[src/sv/c8x_pkg.sv]
// Package: shared types, constants and font table for the CHIP-8 subset core.
`default_nettype none
package c8x_pkg;
   localparam int MEM_DEPTH_DEF = 4096;
   localparam int SCREEN_WIDTH_DEF = 64;
   localparam int SCREEN_HEIGHT_DEF = 32;
   localparam int FONT_BYTES = 80;
   localparam logic [11:0] PC_RESET = 12'h200;
   localparam logic [15:0] OP_CLS = 16'h00E0;

   typedef enum logic [1:0] {
      FUNC_WRITE = 2'd0,
      FUNC_EXEC  = 2'd1,
      FUNC_READ  = 2'd2,
      FUNC_NONE  = 2'd3
   } func_type;

   typedef enum logic [3:0] {
      GRP_SYS  = 4'h0,
      GRP_JP   = 4'h1,
      GRP_LD   = 4'h6,
      GRP_ADD  = 4'h7,
      GRP_LDI  = 4'hA,
      GRP_DRW  = 4'hD
   } op_grp_type;

   typedef enum logic [3:0] {
      ST_IDLE, ST_CLEAR, ST_FETCH_HI, ST_FETCH_LO, ST_DECODE, ST_ROW_RD,
      ST_ROW_WAIT, ST_LEFT_RD, ST_LEFT_WR, ST_RIGHT_RD, ST_RIGHT_WR, ST_DONE
   } state_type;

   typedef struct packed {
      logic [1:0]  func;
      logic [11:0] address;
      logic [7:0]  data;
   } req_type;

   typedef struct packed {
      logic [7:0]  read_data;
      logic [11:0] program_counter;
      logic        collision;
      logic        unknown_opcode;
   } rsp_type;

   function automatic logic [7:0] font_byte(input logic [6:0] idx);
      logic [7:0] f [0:79];
      f = '{8'hF0,8'h90,8'h90,8'h90,8'hF0,8'h20,8'h60,8'h20,8'h20,8'h70,
            8'hF0,8'h10,8'hF0,8'h80,8'hF0,8'hF0,8'h10,8'hF0,8'h10,8'hF0,
            8'h90,8'h90,8'hF0,8'h10,8'h10,8'hF0,8'h80,8'hF0,8'h10,8'hF0,
            8'hF0,8'h80,8'hF0,8'h90,8'hF0,8'hF0,8'h10,8'h20,8'h40,8'h40,
            8'hF0,8'h90,8'hF0,8'h90,8'hF0,8'hF0,8'h90,8'hF0,8'h10,8'hF0,
            8'hF0,8'h90,8'hF0,8'h90,8'h90,8'hE0,8'h90,8'hE0,8'h90,8'hE0,
            8'hF0,8'h80,8'h80,8'h80,8'hF0,8'hE0,8'h90,8'h90,8'h90,8'hE0,
            8'hF0,8'h80,8'hF0,8'h80,8'hF0,8'hF0,8'h80,8'hF0,8'h80,8'h80};
      if (idx < 7'(FONT_BYTES)) return f[idx];
      return 8'h00;
   endfunction
endpackage
`default_nettype wire

[src/sv/c8x_frame.sv]
// Frame store, 256 bytes, one read and one write port.
`default_nettype none
module c8x_frame
   import c8x_pkg::*;
(
   input  wire logic       clock,
   input  wire logic       wr_en,
   input  wire logic [7:0] wr_addr,
   input  wire logic [7:0] wr_data,
   input  wire logic [7:0] rd_addr,
   output logic      [7:0] rd_data
);
   logic [7:0] fb [0:255];
   logic [7:0] rd_ff;

   always_ff @(posedge clock) begin
      if (wr_en) begin
         fb[wr_addr] <= wr_data;
      end
      rd_ff <= fb[rd_addr];
   end

   assign rd_data = rd_ff;
endmodule
`default_nettype wire

[config.mk]
export PLATFORM = sky130hd
export DESIGN_NAME = c8x_frame
export DESIGN_NICKNAME = d
export VERILOG_FILES = /design/src/sv/c8x_pkg.sv /design/src/sv/c8x_frame.sv
export SDC_FILE = /design/constraint.sdc
export NUM_CORES = 2
export LEC_CHECK = 0
export BUFFER_PORTS_ARGS = -buffer_cell sky130_fd_sc_hd__buf_2
export CAP_MARGIN = 5
export CORE_MARGIN = 2
export CORE_UTILIZATION = 55
export CTS_CLUSTER_SIZE = 20
export DETAILED_ROUTE_END_ITERATION = 10
export PLACE_DENSITY = 0.7
export RECOVER_POWER = 50
export SYNTH_ARGS = -nofsm -noshare
export SYNTH_HDL_FRONTEND = slang
export SYNTH_SLANG_ARGS = --single-unit
[constraint.sdc]
create_clock -name clock -period 2.2 [get_ports clock]
set_input_delay 0.22 -clock clock [delete_from_list [all_inputs] [get_ports clock]]
set_output_delay 0.22 -clock clock [all_outputs]
set_load 0.01 [all_outputs]
After elaboration in Yosys (flattened, before gate mapping)
Memory sizes are Yosys's and may differ from the RTL's. A register that Yosys moved wholly into a read port is not among the register bits.
Cells that the tools add are included.

operators by class
  multiplexer cells = 2

operators with widths
  operator           number
  1-bit two-way mux  2

storage, ports and cells
  bits of input ports = 26
  memory bits (writable) = 2048
  flip-flop bits (word level) = 0
  word-level logic and storage cells = 3
  memories = 1

memories
  name  depth  bits a word  read ports  clocked after memory_dff  wr ports  line             text
  fb    256    8            1           1                         1         c8x_frame.sv:13  logic [7:0] fb [0:255];

Longest topological paths before layout
  depth in word-level cells = 2
  mapped depth = 11
  mapped depth without buffers = 6

Least setup slack after synthesis
OpenSTA, ideal clock, no wires.

  path kind = input to register
  start point = input rd_addr[0]
  end point = register rd_ff[2] (netlist: rd_data[2]), read port of fb
  buffers on the path = 4
  stages = 9
  arrival time = 2.027 ns
  setup time = 0.131 ns
  data required time = 2.069 ns
  setup slack = 0.042 ns
  cell sequence = buf_6 > buf_12 > buf_8 > buf_2 > mux4_2 > a22oi_1 > a21oi_1 > nor4_1 > nor4_2

RTL lines
  what             line             text
  start, declared  c8x_frame.sv:10  input wire logic [7:0] rd_addr,
  end, declared    c8x_frame.sv:14  logic [7:0] rd_ff;

==> results.sh <==
export IMPL_outcome="complete, but fails checks"
export IMPL_violations="DRC, capacitance limit, slew limit, setup timing"
export IMPL_numCtsBuffers=197
export IMPL_area_growth_syn_to_layout_pct=17.03
export IMPL_drv_slew=295
export IMPL_drc_errors=2
export IMPL_postPlaceCellArea_sq_um=87250
export IMPL_total_power_mw=80.38
export IMPL_wirelength_um=196700
export IMPL_setup_viol=2
export IMPL_synth_area_leader_cell="edfxtp_1"
export IMPL_cts_htree_levels=4
export IMPL_synth_area_sq_um=79560
export IMPL_cts_tree="done"
export IMPL_fmax_ghz=0.4505
export IMPL_synthDistinctLibCells=55
export IMPL_drive_gt1_share_pct=30.21
export IMPL_viasPerCell=6.340
export IMPL_nFillCells=9525
export IMPL_synthDominantCellAreaShare_pct=77.30
export IMPL_ys_async_sr_fraction_pct=0
export IMPL_required_ns=2.91
export IMPL_hold_viol_final=0
export IMPL_p_per_area_nw_per_um2=863.4
export IMPL_antenna_found_initial=12
export IMPL_syn_inst=3733
export IMPL_cts_max_path_buffers=3
export IMPL_clkSlewWorstSetupHoldPaths_ns=0.06
export IMPL_grt_max_degree=110
export IMPL_cp_num_buf_inv=1
export IMPL_syn_nets=3759
export IMPL_start_util_pct=55.38
export IMPL_grt_pass1_wl_um=282800
export IMPL_ir_drop_v=0.0009646
export IMPL_rows=139
export IMPL_nets=4477
export IMPL_final_antenna_net_count=0
export IMPL_hold_slack_ns=0.2268
export IMPL_die_area_sq_um=147700
export IMPL_design_core_area_sq_um=143700
export IMPL_root_buffer="clkbuf_16"
export IMPL_grt_pass1_vias=41190
export IMPL_rsz0062_at_grt="yes"
export IMPL_tns_ns=-0.03483
export IMPL_synth_area_per_cell_sq_um=21.31
export IMPL_reg2reg_depth=7
export IMPL_cp_max_fo=1
export IMPL_synthTopCellsByCount="edfxtp_1 (2048), mux4_2 (454), nor2_1 (282)"
export IMPL_skew_ns=0.04729
export IMPL_worstMarginPinSlew_ns=2.056
export IMPL_yosys_warnings=0
export IMPL_hpwl_um=127400
export IMPL_grt_usage_pct=26.88
export IMPL_fin_area_sq_um=93110
export IMPL_drtIter0Drc=5669
export IMPL_hp_class="in2reg"
export IMPL_multi_input_area_sq_um=16860
export IMPL_r2r_slack_ns=-0.02
export IMPL_crit_arrival_ns=2.93
export IMPL_seq_area_sq_um=61660
export IMPL_dr_total_vias=41350
export IMPL_die_x_um=384.3
export IMPL_final_util_pct=64.81
export IMPL_post_drt_wl_per_cell_um=30.15
export IMPL_maxCapViolations=5
export IMPL_ioPinCount=34
export IMPL_synth_most_common_cell="edfxtp_1"
export IMPL_crit_family="compound AO/OA/AOI/OAI gates"
export IMPL_grt_overflow=0
export IMPL_place_congestion=0.8886
export IMPL_yosysSeqAreaShare_pct=77.50
export IMPL_synth_area_leaders="edfxtp_1 (77%), mux4_2 (13%), mux2i_1 (1.7%)"
export IMPL_crit_chain="mux4_2, a22o_4, a221oi_2, buf_4, o32ai_2, nor3_2, nor4_1"
export IMPL_dr_pass1_iters=9
export IMPL_setup_worst_path_class="reg2reg"
export IMPL_finalWorstSetupSlack_ns=-0.01970
export IMPL_cp_slowest_cell="mux4_2"
export IMPL_synth_edf_count=2048
export IMPL_min_period_ns=2.220
export IMPL_whs_path_depth=4
export IMPL_insertion_delay_ns=0.84
export IMPL_crit_path_start_kind="register"
export IMPL_worstSetupEndpointType="register"
export IMPL_slew_headroom_pct=-37.04
export IMPL_io_buffers=33
export IMPL_synth_seq_cells=2056
export IMPL_cts_sinks=2056
export IMPL_leakage_nw=29.90
export IMPL_synthFlopType="edfxtp_1"
export IMPL_fin_crit_sh_pct=100.9
export IMPL_path_depth=7
export IMPL_cpPeakStageDelay_ns=0.50
export IMPL_fp_dieH_um=384.3
stage by stage:
step | worst slack, ns | std cells
6_report | -0.01970 | 6522
2_1_floorplan | 0.04206 | 3733
3_3_place_gp | -0.9176 | 6148
5_1_grt | -0.05087 | 6521
3_5_place_dp | -0.9471 | 6148
4_1_cts | -0.1297 | 6522
repair_timing:
item,CTS,global route
pin swaps,14,16
endpoints found under the setup margin,8,8
hold endpoints to repair,424,0
resized for setup,34,26
setup buffers,0,0
hold buffers,8,0
routing by layer:
layer | up-vias | track usage, % | wire length [um]
met4 | 12 | 10.21 | 7734
met5 | - | 0 | 77
met3 | 365 | 7.689 | 22010
met2 | 2281 | 41.72 | 94000
li1 | 17140 | - | -
met1 | 21560 | 36.61 | 72840
logic make-up after synthesis:
kind of cell           count (synthesis)  synth area share (%)
AND/OR/NAND/NOR                      466                 2.628
AO/OA/AOI/OAI                        385                 3.419
multiplexers                         591                 14.62
flip-flops                          2056                 77.50
buffers and inverters                235                 1.831
cell usage in the layout (no fill, tap or decap), drive strengths merged, types with 2 or more instances in the layout:
| cell | count |
|---|---|
| mux2i | 134 |
| a21oi | 96 |
| nor2 | 282 |
| nand4 | 10 |
| mux4 | 456 |
| a22o | 8 |
| nand3b | 2 |
| inv | 8 |
| nor2b | 31 |
| a2111oi | 5 |
| and3b | 2 |
| clkinv | 91 |
| a211oi | 16 |
| o221ai | 47 |
| o32ai | 5 |
| o211ai | 10 |
| dfxtp | 8 |
| a22oi | 133 |
| a31oi | 2 |
| o22a | 5 |
| and2 | 6 |
| clkbuf | 420 |
| or2 | 4 |
| nor4 | 27 |
| a311oi | 2 |
| buf | 577 |
| nand2 | 33 |
| a221oi | 14 |
| bufinv | 11 |
| o21ai | 12 |
| clkinvlp | 4 |
| nand2b | 8 |
| edfxtp | 2048 |
| dlygate4sd3 | 8 |
| nor3 | 22 |
| nand3 | 34 |
| o22ai | 28 |
power breakdown:
part | switching (mW) | leakage, nW | internal [mW]
logic | 2.72 | 8.38 | 1.84
registers | 0.108 | 18.5 | 43.2
clock network | 14.3 | 3.04 | 18.2
worst register-to-register path, stage by stage, from the launching register on:
cell and delay, ns:
edfxtp_1 0.39, mux4_2 0.50, a22o_4 0.25, a221oi_2 0.19, buf_4 0.19, o32ai_2 0.13, nor3_2 0.38, nor4_1 0.09
registers in the layout (all words and copies together), names as in the netlist:
name,count
fb,2048
rd_data,8
cell type report:
type	count	area share [%]
flip-flops and latches	2056	66.22
multi-input cells	1442	18.11
repair buffers	752	6.415
clock buffers	254	5.644
well taps	1903	2.557
clock inverters	112	1.040
inverters	2	0.008063
diodes	1	0.002688
worst paths after layout:
check	endpoint	from
worst min register to register	rd_data[3]	fb[41][3]
worst max register to register	rd_data[3]	fb[65][3]
worst max-delay path	rd_data[3]	fb[65][3]
worst min-delay path	fb[173][5]	wr_addr[3]
Power figures use the tool's default switching activity.
